==> config.mk <==
export PLATFORM = sky130hd
export DESIGN_NAME = sun_moon_phase_countdown
export DESIGN_NICKNAME = d
export VERILOG_FILES = /design/src/rtl/smpc_pkg.sv /design/src/rtl/sun_moon_phase_countdown.sv /design/src/rtl/smpc_window.sv /design/src/rtl/smpc_arc.sv /design/src/rtl/smpc_hms.sv
export VERILOG_INCLUDE_DIRS = /design/src /design/src/rtl
export SDC_FILE = /design/constraint.sdc
export NUM_CORES = 2
export LEC_CHECK = 0
export BUFFER_PORTS_ARGS = -buffer_cell sky130_fd_sc_hd__buf_2
export CAP_MARGIN = 20
export CORE_MARGIN = 2
export CORE_UTILIZATION = 46
export DETAILED_ROUTE_END_ITERATION = 10
export GPL_TIMING_DRIVEN = 0
export SYNTH_ARGS = -nofsm -noshare
export SYNTH_HDL_FRONTEND = slang
export SYNTH_SLANG_ARGS = --single-unit
==> constraint.sdc <==
create_clock -name clk -period 79.7 [get_ports clk]
set_input_delay 15.94 -clock clk [delete_from_list [all_inputs] [get_ports clk]]
set_output_delay 15.94 -clock clk [all_outputs]
set_load 0.005 [all_outputs]
==> src/rtl/assert_macros.svh <==
// ----------------------------------------------------------------------------
// assert_macros.svh : concurrent assertion helpers
// Clocked on clk; the plain form is gated by rst, the reset form is not.
// ----------------------------------------------------------------------------
`ifndef ASSERT_MACROS_SVH
`define ASSERT_MACROS_SVH

// check a property outside reset
`define SMPC_ASSERT(lbl, prop, msg) \
  lbl: assert property (@(posedge clk) disable iff (rst) (prop)) else $error(msg);

// check a property that must also hold through reset
`define SMPC_ASSERT_RST(lbl, prop, msg) \
  lbl: assert property (@(posedge clk) (prop)) else $error(msg);

`endif

==> src/rtl/smpc_pkg.sv <==
// ----------------------------------------------------------------------------
// smpc_pkg : shared constants and types
// Time constants, reciprocals for the countdown split and stage bundles.
// ----------------------------------------------------------------------------
`default_nettype none

package smpc_pkg;

  localparam logic [31:0] SECONDS_PER_DAY   = 32'd86400;
  localparam int          PIPE_DEPTH        = 7;

  // rounding thresholds of the arc: span times 1, 3, 5, 7, 9, 11
  localparam int          NUM_ODD           = 6;

  // hours: (rem >> 4) / 225, reciprocal floor(2^32 / 225)
  localparam logic [24:0] HOUR_RECIP        = 25'd19088743;
  localparam logic [8:0]  HOUR_ODD          = 9'd225;
  // minutes: y / 15 for y < 900, reciprocal ceil(2^16 / 15)
  localparam logic [12:0] MIN_RECIP         = 13'd4370;

  localparam logic [3:0]  DAY_BASE_SPRITE   = 4'd7;
  localparam logic [3:0]  NIGHT_BASE_SPRITE = 4'd14;
  localparam logic [3:0]  NO_DATA_SPRITE    = 4'd7;

  // span, elapsed and countdown of one beat
  typedef struct packed {
    logic        has_data;
    logic        night;
    logic [31:0] span;
    logic [31:0] elapsed;
    logic [31:0] remaining;
  } win_t;

  // sprite and flags at the output stage
  typedef struct packed {
    logic        has_data;
    logic        night;
    logic [3:0]  sprite;
  } arc_out_t;

  // countdown split at the output stage
  typedef struct packed {
    logic [31:0] seconds;
    logic [20:0] hours;
    logic [5:0]  minutes;
  } hms_out_t;

endpackage

`default_nettype wire

==> src/rtl/sun_moon_phase_countdown.sv <==
// ----------------------------------------------------------------------------
// sun_moon_phase_countdown : sun/moon sprite and countdown to next event
// Pipeline: each accepted input beat passes through seven registered stages.
// Throughput: one beat per cycle; all seven stages advance together and
// hold while the output beat waits.
// Reset: rst (synchronous) empties the pipeline; payload is not reset.
// ----------------------------------------------------------------------------
`default_nettype none
`include "assert_macros.svh"

module sun_moon_phase_countdown (
  input  wire logic        clk,
  input  wire logic        rst,
  input  wire logic        in_valid,
  output logic             in_ready,
  input  wire logic [31:0] now_seconds,
  input  wire logic [31:0] sunrise_seconds,
  input  wire logic [31:0] sunset_seconds,
  output logic             out_valid,
  input  wire logic        out_ready,
  output logic             has_data,
  output logic [3:0]       sprite_index,
  output logic             target_is_sunrise,
  output logic [31:0]      remaining_seconds,
  output logic [20:0]      remaining_hours,
  output logic [5:0]       remaining_minutes
);
  import smpc_pkg::*;

  logic                  advance;
  logic [PIPE_DEPTH-1:0] vld;
  win_t                  win;
  arc_out_t              arc;
  hms_out_t              hms;

  logic [32:0]           split_lo;
  logic [32:0]           split_hi;
  logic                  blank_ok;
  logic                  side_ok;
  logic                  split_ok;

  // advance whenever the last stage is empty or being drained
  assign advance  = !vld[PIPE_DEPTH-1] || out_ready;
  assign in_ready = advance;

  // valid bits travel with the data
  always_ff @(posedge clk) begin
    if (rst) begin
      vld <= '0;
    end else if (advance) begin
      vld <= {vld[PIPE_DEPTH-2:0], in_valid};
    end
  end

  smpc_window u_window (
    .clk             (clk),
    .en              (advance),
    .now_seconds     (now_seconds),
    .sunrise_seconds (sunrise_seconds),
    .sunset_seconds  (sunset_seconds),
    .win             (win)
  );

  smpc_arc u_arc (
    .clk (clk),
    .en  (advance),
    .win (win),
    .arc (arc)
  );

  smpc_hms u_hms (
    .clk       (clk),
    .en        (advance),
    .remaining (win.remaining),
    .hms       (hms)
  );

  // drive the output beat
  assign out_valid         = vld[PIPE_DEPTH-1];
  assign has_data          = arc.has_data;
  assign sprite_index      = arc.sprite;
  assign target_is_sunrise = arc.night;
  assign remaining_seconds = hms.seconds;
  assign remaining_hours   = hms.hours;
  assign remaining_minutes = hms.minutes;

  // rebuild the countdown from its split and classify the sprite
  assign split_lo = {12'b0, remaining_hours} * 33'd3600
                  + {27'b0, remaining_minutes} * 33'd60;
  assign split_hi = split_lo + 33'd60;
  assign blank_ok = (sprite_index == NO_DATA_SPRITE) && (remaining_seconds == 32'd0)
                  && !target_is_sunrise;
  assign side_ok  = target_is_sunrise ? (sprite_index inside {[4'd8:NIGHT_BASE_SPRITE]})
                                      : (sprite_index inside {[4'd1:DAY_BASE_SPRITE]});
  assign split_ok = (remaining_minutes < 6'd60) && (split_lo <= {1'b0, remaining_seconds})
                  && (split_hi > {1'b0, remaining_seconds});

  // checks
  `SMPC_ASSERT(a_no_data_blank, (out_valid && !has_data) |-> blank_ok, "no-data beat not blanked")
  `SMPC_ASSERT(a_sprite_side, (out_valid && has_data) |-> side_ok, "sprite on wrong side")
  `SMPC_ASSERT(a_hms_split, out_valid |-> split_ok, "countdown split inconsistent")
  `SMPC_ASSERT_RST(a_reset_empty, rst |=> !out_valid, "pipeline not empty after reset")

endmodule

`default_nettype wire

==> src/rtl/smpc_window.sv <==
// ----------------------------------------------------------------------------
// smpc_window : day/night window, stages 1 and 2
// Picks the span ends, then forms span, elapsed time and countdown.
// ----------------------------------------------------------------------------
`default_nettype none

module smpc_window (
  input  wire logic                 clk,
  input  wire logic                 en,
  input  wire logic [31:0]          now_seconds,
  input  wire logic [31:0]          sunrise_seconds,
  input  wire logic [31:0]          sunset_seconds,
  output smpc_pkg::win_t            win
);
  import smpc_pkg::*;

  logic        hd_c;
  logic        before_c;
  logic        night_c;
  logic [31:0] start_c;
  logic [31:0] end_c;

  logic        s1_hd;
  logic        s1_night;
  logic [31:0] s1_start;
  logic [31:0] s1_end;
  logic [31:0] s1_now;

  win_t        win_c;

  // classify the beat and choose the window ends
  always_comb begin
    hd_c     = (sunrise_seconds != 32'd0) && (sunset_seconds != 32'd0);
    before_c = now_seconds < sunrise_seconds;
    night_c  = before_c || (now_seconds >= sunset_seconds);
    if (!night_c) begin
      start_c = sunrise_seconds;
      end_c   = sunset_seconds;
    end else if (before_c) begin
      start_c = sunset_seconds - SECONDS_PER_DAY;
      end_c   = sunrise_seconds;
    end else begin
      start_c = sunset_seconds;
      end_c   = sunrise_seconds + SECONDS_PER_DAY;
    end
  end

  always_ff @(posedge clk) begin
    if (en) begin
      s1_hd    <= hd_c;
      s1_night <= night_c && hd_c;
      s1_start <= start_c;
      s1_end   <= end_c;
      s1_now   <= now_seconds;
    end
  end

  // span, elapsed and countdown; the target is always the window end
  always_comb begin
    win_c.has_data  = s1_hd;
    win_c.night     = s1_night;
    win_c.span      = (s1_end > s1_start) ? (s1_end - s1_start) : 32'd1;
    win_c.elapsed   = (s1_now > s1_start) ? (s1_now - s1_start) : 32'd0;
    win_c.remaining = (s1_hd && (s1_end > s1_now)) ? (s1_end - s1_now) : 32'd0;
  end

  always_ff @(posedge clk) begin
    if (en) begin
      win <= win_c;
    end
  end

endmodule

`default_nettype wire

==> src/rtl/smpc_arc.sv <==
// ----------------------------------------------------------------------------
// smpc_arc : arc height to sprite, stages 3 to 7
// Clamps elapsed time, forms the height numerator, compares it against
// the odd multiples of the span and counts the step.
// ----------------------------------------------------------------------------
`default_nettype none

module smpc_arc (
  input  wire logic                 clk,
  input  wire logic                 en,
  input  wire smpc_pkg::win_t       win,
  output smpc_pkg::arc_out_t        arc
);
  import smpc_pkg::*;

  logic [1:0]  f3, f4, f5, f6;          // {has_data, night}
  logic [31:0] a3_span, a3_el;
  logic [31:0] a4_span, a4_h;
  logic [35:0] a5_m12;
  logic [35:0] a5_odd [NUM_ODD];
  logic [2:0]  a6_step;

  logic [32:0] twice_c;
  logic [32:0] h_c;
  logic [35:0] h_w;
  logic [35:0] sp_w;
  logic [2:0]  step_c;
  arc_out_t    arc_c;

  // stage 3: clamp elapsed to span
  always_ff @(posedge clk) begin
    if (en) begin
      f3      <= {win.has_data, win.night};
      a3_span <= win.span;
      a3_el   <= (win.elapsed > win.span) ? win.span : win.elapsed;
    end
  end

  // stage 4: height numerator span - |2*el - span|
  always_comb begin
    twice_c = {a3_el, 1'b0};
    if (twice_c >= {1'b0, a3_span}) begin
      h_c = {a3_span, 1'b0} - twice_c;
    end else begin
      h_c = twice_c;
    end
  end

  always_ff @(posedge clk) begin
    if (en) begin
      f4      <= f3;
      a4_span <= a3_span;
      a4_h    <= h_c[31:0];
    end
  end

  // stage 5: 12*h and span times 1, 3, 5, 7, 9, 11
  always_comb begin
    h_w  = {4'b0, a4_h};
    sp_w = {4'b0, a4_span};
  end

  always_ff @(posedge clk) begin
    if (en) begin
      f5        <= f4;
      a5_m12    <= (h_w << 3) + (h_w << 2);
      a5_odd[0] <= sp_w;
      a5_odd[1] <= (sp_w << 1) + sp_w;
      a5_odd[2] <= (sp_w << 2) + sp_w;
      a5_odd[3] <= (sp_w << 3) - sp_w;
      a5_odd[4] <= (sp_w << 3) + sp_w;
      a5_odd[5] <= (sp_w << 3) + (sp_w << 1) + sp_w;
    end
  end

  // stage 6: step counts the rounding thresholds reached
  always_comb begin
    step_c = 3'd0;
    for (int k = 0; k < NUM_ODD; k++) begin
      step_c = step_c + {2'b0, (a5_m12 >= a5_odd[k])};
    end
  end

  always_ff @(posedge clk) begin
    if (en) begin
      f6      <= f5;
      a6_step <= step_c;
    end
  end

  // stage 7: map step to sun or moon sprite
  always_comb begin
    arc_c.has_data = f6[1];
    arc_c.night    = f6[0];
    if (!f6[1]) begin
      arc_c.sprite = NO_DATA_SPRITE;
    end else if (f6[0]) begin
      arc_c.sprite = NIGHT_BASE_SPRITE - {1'b0, a6_step};
    end else begin
      arc_c.sprite = DAY_BASE_SPRITE - {1'b0, a6_step};
    end
  end

  always_ff @(posedge clk) begin
    if (en) begin
      arc <= arc_c;
    end
  end

endmodule

`default_nettype wire

==> src/rtl/smpc_hms.sv <==
// ----------------------------------------------------------------------------
// smpc_hms : countdown split into hours and minutes, stages 3 to 7
// Divides by 3600 through a reciprocal multiply with one correction step,
// then divides the leftover by 60 through a small reciprocal multiply.
// ----------------------------------------------------------------------------
`default_nettype none

module smpc_hms (
  input  wire logic                 clk,
  input  wire logic                 en,
  input  wire logic [31:0]          remaining,
  output smpc_pkg::hms_out_t        hms
);
  import smpc_pkg::*;

  logic [31:0] h3_rem, h4_rem, h5_rem, h6_rem;
  logic [52:0] h3_prod;
  logic [27:0] h3_r1, h4_r1;
  logic [3:0]  h3_low, h4_low, h5_low;
  logic [20:0] h4_q, h5_q, h6_q;
  logic [8:0]  h5_r;
  logic [9:0]  h6_y;

  logic [27:0] q_w;
  logic [27:0] qm_c;
  logic [27:0] diff_c;
  logic [7:0]  rc_c;
  logic [20:0] qc_c;
  logic [22:0] mprod_c;
  hms_out_t    hms_c;

  // stage 3: multiply the sixteenths by the reciprocal of 225
  always_ff @(posedge clk) begin
    if (en) begin
      h3_rem  <= remaining;
      h3_r1   <= remaining[31:4];
      h3_low  <= remaining[3:0];
      h3_prod <= {25'b0, remaining[31:4]} * {28'b0, HOUR_RECIP};
    end
  end

  // stage 4: take the estimate, at most one short
  always_ff @(posedge clk) begin
    if (en) begin
      h4_rem <= h3_rem;
      h4_r1  <= h3_r1;
      h4_low <= h3_low;
      h4_q   <= h3_prod[52:32];
    end
  end

  // stage 5: partial remainder r1 - 225*q
  always_comb begin
    q_w    = {7'b0, h4_q};
    qm_c   = (q_w << 8) - (q_w << 5) + q_w;
    diff_c = h4_r1 - qm_c;
  end

  always_ff @(posedge clk) begin
    if (en) begin
      h5_rem <= h4_rem;
      h5_low <= h4_low;
      h5_q   <= h4_q;
      h5_r   <= diff_c[8:0];
    end
  end

  // stage 6: correct the quotient, form (rem % 3600) / 4
  always_comb begin
    if (h5_r >= HOUR_ODD) begin
      qc_c = h5_q + 21'd1;
      rc_c = 8'(h5_r - HOUR_ODD);
    end else begin
      qc_c = h5_q;
      rc_c = h5_r[7:0];
    end
  end

  always_ff @(posedge clk) begin
    if (en) begin
      h6_rem <= h5_rem;
      h6_q   <= qc_c;
      h6_y   <= {rc_c, h5_low[3:2]};
    end
  end

  // stage 7: minutes = y / 15
  always_comb begin
    mprod_c       = {13'b0, h6_y} * {10'b0, MIN_RECIP};
    hms_c.seconds = h6_rem;
    hms_c.hours   = h6_q;
    hms_c.minutes = mprod_c[21:16];
  end

  always_ff @(posedge clk) begin
    if (en) begin
      hms <= hms_c;
    end
  end

endmodule

`default_nettype wire
==> summary.txt <==
CELLS AND AREA
----------------------------------------------------------------------------------------
Total inserted antenna cells ..............................................            0
Post-route cell area ......................................................  72740 sq um
Ratio of cells with drive above 1 in the final layout .....................       6.287%
Post-layout nets ..........................................................         7795
Layout area overhead ......................................................       10.01%
Post-layout instance count excluding filler cells .........................         8408

SYNTHESIS
----------------------------------------------------------------------------------------
Proportion of synthesized chip area in sequential cells ...................       39.22%
Synth async-reset ratio ...................................................           0%
Mapped Nets ...............................................................         7525
Cell count after synthesis ................................................         6159
Post-synthesis register bit count .........................................          866
Number of flops mapped to enable cells by yosys ...........................          859
Synth warn ................................................................            0
Netlist Area Pre-Place ....................................................  66120 sq um
Number of different library cells in the post-synthesis netlist ...........           90
Most used flip-flop cell after synthesis .................................. sky130_fd_sc_hd__edfxtp_1
Mapped Avg Cell Area ......................................................  10.74 sq um

PLACEMENT
----------------------------------------------------------------------------------------
Last weighted congestion value of the routability-driven placer ...........       0.9097
DP Cell Count .............................................................         8235
Instance area at placement ................................................  69540 sq um
Count of input and output buffers .........................................          166
Setup slack after placement ...............................................     46200 ps
Total half-perimeter wirelength after legalization and detailed placement .     125.1 mm

WORST SETUP PATH
----------------------------------------------------------------------------------------
Cell with the largest stage delay on the worst path ....................... sky130_fd_sc_hd__inv_8
Worst path required time ..................................................     63760 ps
Crit Path Max Fanout ......................................................          111
Worst-path cell chain ..................................................... buf_2 > nor2b_1 > clkbuf_1 > inv_8 > buf_16 > buf_2
WP data arrival ...........................................................     17560 ps
Slowest stage delay, CP ...................................................       470 ps
CP dominant cell by count ................................................. sky130_fd_sc_hd__buf_2
Kind of end point of the critical path .................................... primary output
Type of element launching the critical path ...............................    input pin
Reg-to-reg critical path startpoint ....................................... u_window.win[17]
Worst setup path class ....................................................       in2out
Cell family with the largest share of critical-path delay ................. buffers and inverters
Buf/Inv on CP .............................................................            5
Launching instance or port of the critical path ...........................    out_ready

DETAILED ROUTING
----------------------------------------------------------------------------------------
Antenna violation net count after detailed routing ........................            0
Final wirelength ..........................................................     154.2 mm
Iter 0 DRT Violations .....................................................         2064
Wire length per cell after detailed routing ...............................     18.34 um
Router iterations before antenna repair ...................................            5
Via/cell ratio ............................................................        5.322
DRC violation count after routing .........................................            0
Total via count in the routed design ......................................        44750

CTS
----------------------------------------------------------------------------------------
Clock Path Buffers ........................................................            3
Clock transition at the registers of the reported paths ...................        60 ps
Count of clock tree sinks .................................................          866
Maximum level of the CTS H-tree ...........................................            3
Source-to-sink clock delay at the later pin of the worst-skew pair ........       700 ps
Count of buffers added by post-CTS timing repair for setup ................            0
Number of gates resized after cts .........................................            0
TritonCTS clock tree ......................................................         done
Number of buffers added by the clock tree synthesis step ..................           95
Count of hold-fix buffers inserted at cts .................................            0
Clock Root Buffer ......................................................... sky130_fd_sc_hd__clkbuf_16

DIE
----------------------------------------------------------------------------------------
Chip Height ...............................................................     383.1 um
Total I/O pin count .......................................................          167
Starting density of the core ..............................................       46.20%
Core Rows .................................................................          139
Area of the die ........................................................... 146800 sq um
Width of the die ..........................................................     383.1 um
Area of the core .......................................................... 143100 sq um

STA
----------------------------------------------------------------------------------------
Aggregate negative setup slack ............................................         0 ps
Clock Skews ...............................................................     25.70 ps
Final setup viols .........................................................            0
Total count of hold-check failures in the final report ....................            0
Share of the cycle needed by the critical path after routing ..............       42.03%
Achievable Freq ...........................................................  0.02985 GHz
Transition time at the pin with the least slew margin .....................      1054 ps
Shortest period the worst path allows .....................................     33500 ps
Relative slew slack .......................................................       29.28%
Number of max-slew violations in the final report .........................            0
Setup repair after global routing missed its margin .......................           no
Setup slack after layout ..................................................     46200 ps

FLOW RUN
----------------------------------------------------------------------------------------
# Max-Cap Violations ......................................................            0

GRT
----------------------------------------------------------------------------------------
Maximum number of pins on one net before global-route repair ..............          136
Total congestion overflow .................................................            0
Antenna violations before repair ..........................................            2
Via count of the first global-routing pass ................................        45890
Wire length of the first global-routing pass ..............................     245.8 mm
All-layer global routing usage ............................................       21.29%

HOLD PATH
----------------------------------------------------------------------------------------
Hold/Removal Path Class ...................................................      reg2reg
Worst hold start .......................................................... u_hms.h4_rem[21]

RUN STATUS
----------------------------------------------------------------------------------------
Status .................................................................... finished clean

cells by family (layout without fill, tap and decap cells):
family / count (synthesis) / after routing / share of synthesized area [%]
AND/OR/NAND/NOR: 1175 / 1175 / 8.540
AO/OA/AOI/OAI: 1352 / 1352 / 13.32
XOR/XNOR: 372 / 372 / 4.927
buffers and inverters: 1083 / 1429 / 6.180
flip-flops: 866 / 866 / 39.22
adder cells (fa/ha/maj): 1266 / 1266 / 27.05
multiplexers: 45 / 45 / 0.7607
state kept, by name, indices dropped and copies added, names as in the netlist, 30 cells and up:
name               cells
u_arc.a3_el           32
u_arc.a3_span         32
u_arc.a4_h            31
u_arc.a4_span         32
u_arc.a5_m12          33
u_arc.a5_odd         198
u_hms.h5_rem          32
u_hms.h6_rem          30
u_hms.hms             59
u_window.s1_end       32
u_window.s1_now       32
u_window.s1_start     32
u_window.win          98
area by class of cell:
cell class              instances  area (sq um)
fillers                     12960         70390
multi-input cells            4210         36100
inverters                    1009          3796
flip-flops and latches        866         25930
clock inverters                60         695.7
clock buffers                 113          2509
well taps                    1903          2381
repair buffers                173          1023
plain buffers                  74         297.8
per-stage QoR:
stage | hold slack (ps) | utilization, %
after floorplan | 400.3 | -
after global placement | 400.3 | 48.44
after detailed placement | 404.5 | 48.58
after CTS | 394.9 | 50.82
after global routing | 409.5 | 50.82
final | 403.5 | 50.82
synth_stat cells (8+ instances only):
library cell	count	area share, %
sky130_fd_sc_hd__inv_1	1005	5.7
sky130_fd_sc_hd__ha_1	993	19
sky130_fd_sc_hd__edfxtp_1	859	39
sky130_fd_sc_hd__a21oi_1	408	3.1
sky130_fd_sc_hd__nor2_1	377	2.1
sky130_fd_sc_hd__nand2_1	279	1.6
sky130_fd_sc_hd__fa_1	273	8.3
sky130_fd_sc_hd__xnor2_1	260	3.4
sky130_fd_sc_hd__a21o_1	248	2.8
sky130_fd_sc_hd__o21ai_0	175	1.3
sky130_fd_sc_hd__xor2_1	112	1.5
sky130_fd_sc_hd__nand4_1	80	0.76
sky130_fd_sc_hd__nor3_1	74	0.56
sky130_fd_sc_hd__nand3_1	73	0.55
sky130_fd_sc_hd__o21a_1	67	0.76
sky130_fd_sc_hd__nor2b_1	66	0.62
sky130_fd_sc_hd__o21bai_1	62	0.70
sky130_fd_sc_hd__o21ai_1	59	0.45
sky130_fd_sc_hd__a211oi_1	55	0.62
sky130_fd_sc_hd__clkbuf_1	55	0.31
sky130_fd_sc_hd__nand2b_1	54	0.51
sky130_fd_sc_hd__o211ai_1	38	0.43
sky130_fd_sc_hd__mux2_2	37	0.63
sky130_fd_sc_hd__a31oi_1	35	0.33
sky130_fd_sc_hd__or3_1	32	0.30
sky130_fd_sc_hd__nor4_1	31	0.29
sky130_fd_sc_hd__and3_1	30	0.28
sky130_fd_sc_hd__and4_1	20	0.26
sky130_fd_sc_hd__o31ai_1	18	0.20
sky130_fd_sc_hd__and2_1	16	0.15
sky130_fd_sc_hd__buf_2	16	0.12
sky130_fd_sc_hd__a221oi_1	14	0.19
sky130_fd_sc_hd__o2111ai_1	14	0.19
sky130_fd_sc_hd__a211o_1	12	0.16
sky130_fd_sc_hd__a31o_2	11	0.15
sky130_fd_sc_hd__a2111oi_0	10	0.13
sky130_fd_sc_hd__a21boi_0	10	0.11
sky130_fd_sc_hd__o31a_1	10	0.13
sky130_fd_sc_hd__a311oi_1	9	0.12
sky130_fd_sc_hd__a41oi_1	9	0.12
sky130_fd_sc_hd__or2_2	8	0.076
metal layers:
| metal | GRT usage [%] | share of wire, % | vias to the layer above |
|---|---|---|---|
| met5 | 0 | 0 | - |
| met2 | 36.35 | 48 | 823 |
| li1 | - | - | 22400 |
| met1 | 27.67 | 45 | 21290 |
| met3 | 2.026 | 3.4 | 241 |
| met4 | 8.829 | 4.0 | 0 |
layout by cell type (no fill, tap or decap), types with 11 or more instances in the layout:
cell type and n:
sky130_fd_sc_hd__edfxtp_1 859, sky130_fd_sc_hd__o21ai_1 59, sky130_fd_sc_hd__a211oi_1 55, sky130_fd_sc_hd__o211ai_1 38, sky130_fd_sc_hd__nand2b_1 54, sky130_fd_sc_hd__a31o_2 11
sky130_fd_sc_hd__a31oi_1 35, sky130_fd_sc_hd__a221oi_1 14, sky130_fd_sc_hd__a21o_1 248, sky130_fd_sc_hd__fa_1 273, sky130_fd_sc_hd__and4_1 20, sky130_fd_sc_hd__clkbuf_16 98
sky130_fd_sc_hd__a211o_1 12, sky130_fd_sc_hd__clkbuf_1 70, sky130_fd_sc_hd__nor2_1 377, sky130_fd_sc_hd__and3_1 30, sky130_fd_sc_hd__and2_1 16, sky130_fd_sc_hd__or3_1 32
sky130_fd_sc_hd__nor4_1 31, sky130_fd_sc_hd__clkinv_2 18, sky130_fd_sc_hd__bufinv_16 14, sky130_fd_sc_hd__mux2_2 37, sky130_fd_sc_hd__o21ai_0 175, sky130_fd_sc_hd__ha_1 993
sky130_fd_sc_hd__clkinv_1 16, sky130_fd_sc_hd__o21bai_1 62, sky130_fd_sc_hd__xor2_1 112, sky130_fd_sc_hd__nand2_1 279, sky130_fd_sc_hd__o21a_1 67, sky130_fd_sc_hd__inv_1 1004
sky130_fd_sc_hd__xnor2_1 260, sky130_fd_sc_hd__o2111ai_1 14, sky130_fd_sc_hd__nand4_1 80, sky130_fd_sc_hd__o31ai_1 18, sky130_fd_sc_hd__buf_2 182, sky130_fd_sc_hd__nand3_1 73
sky130_fd_sc_hd__a21oi_1 408, sky130_fd_sc_hd__nor3_1 74, sky130_fd_sc_hd__nor2b_1 66
worst paths after layout:
path                       end  slack (ps)  cells after the start
min           u_hms.h5_rem[21]         400                      0
max                   in_ready       46200                      6
max reg2reg  u_hms.h3_prod[50]       71850                     20
min reg2reg   u_hms.h5_rem[21]         400                      0
Power is left out: the tool's default activity adds up to more than one toggle a clock period on the data nets, which glitch-free logic cannot reach.
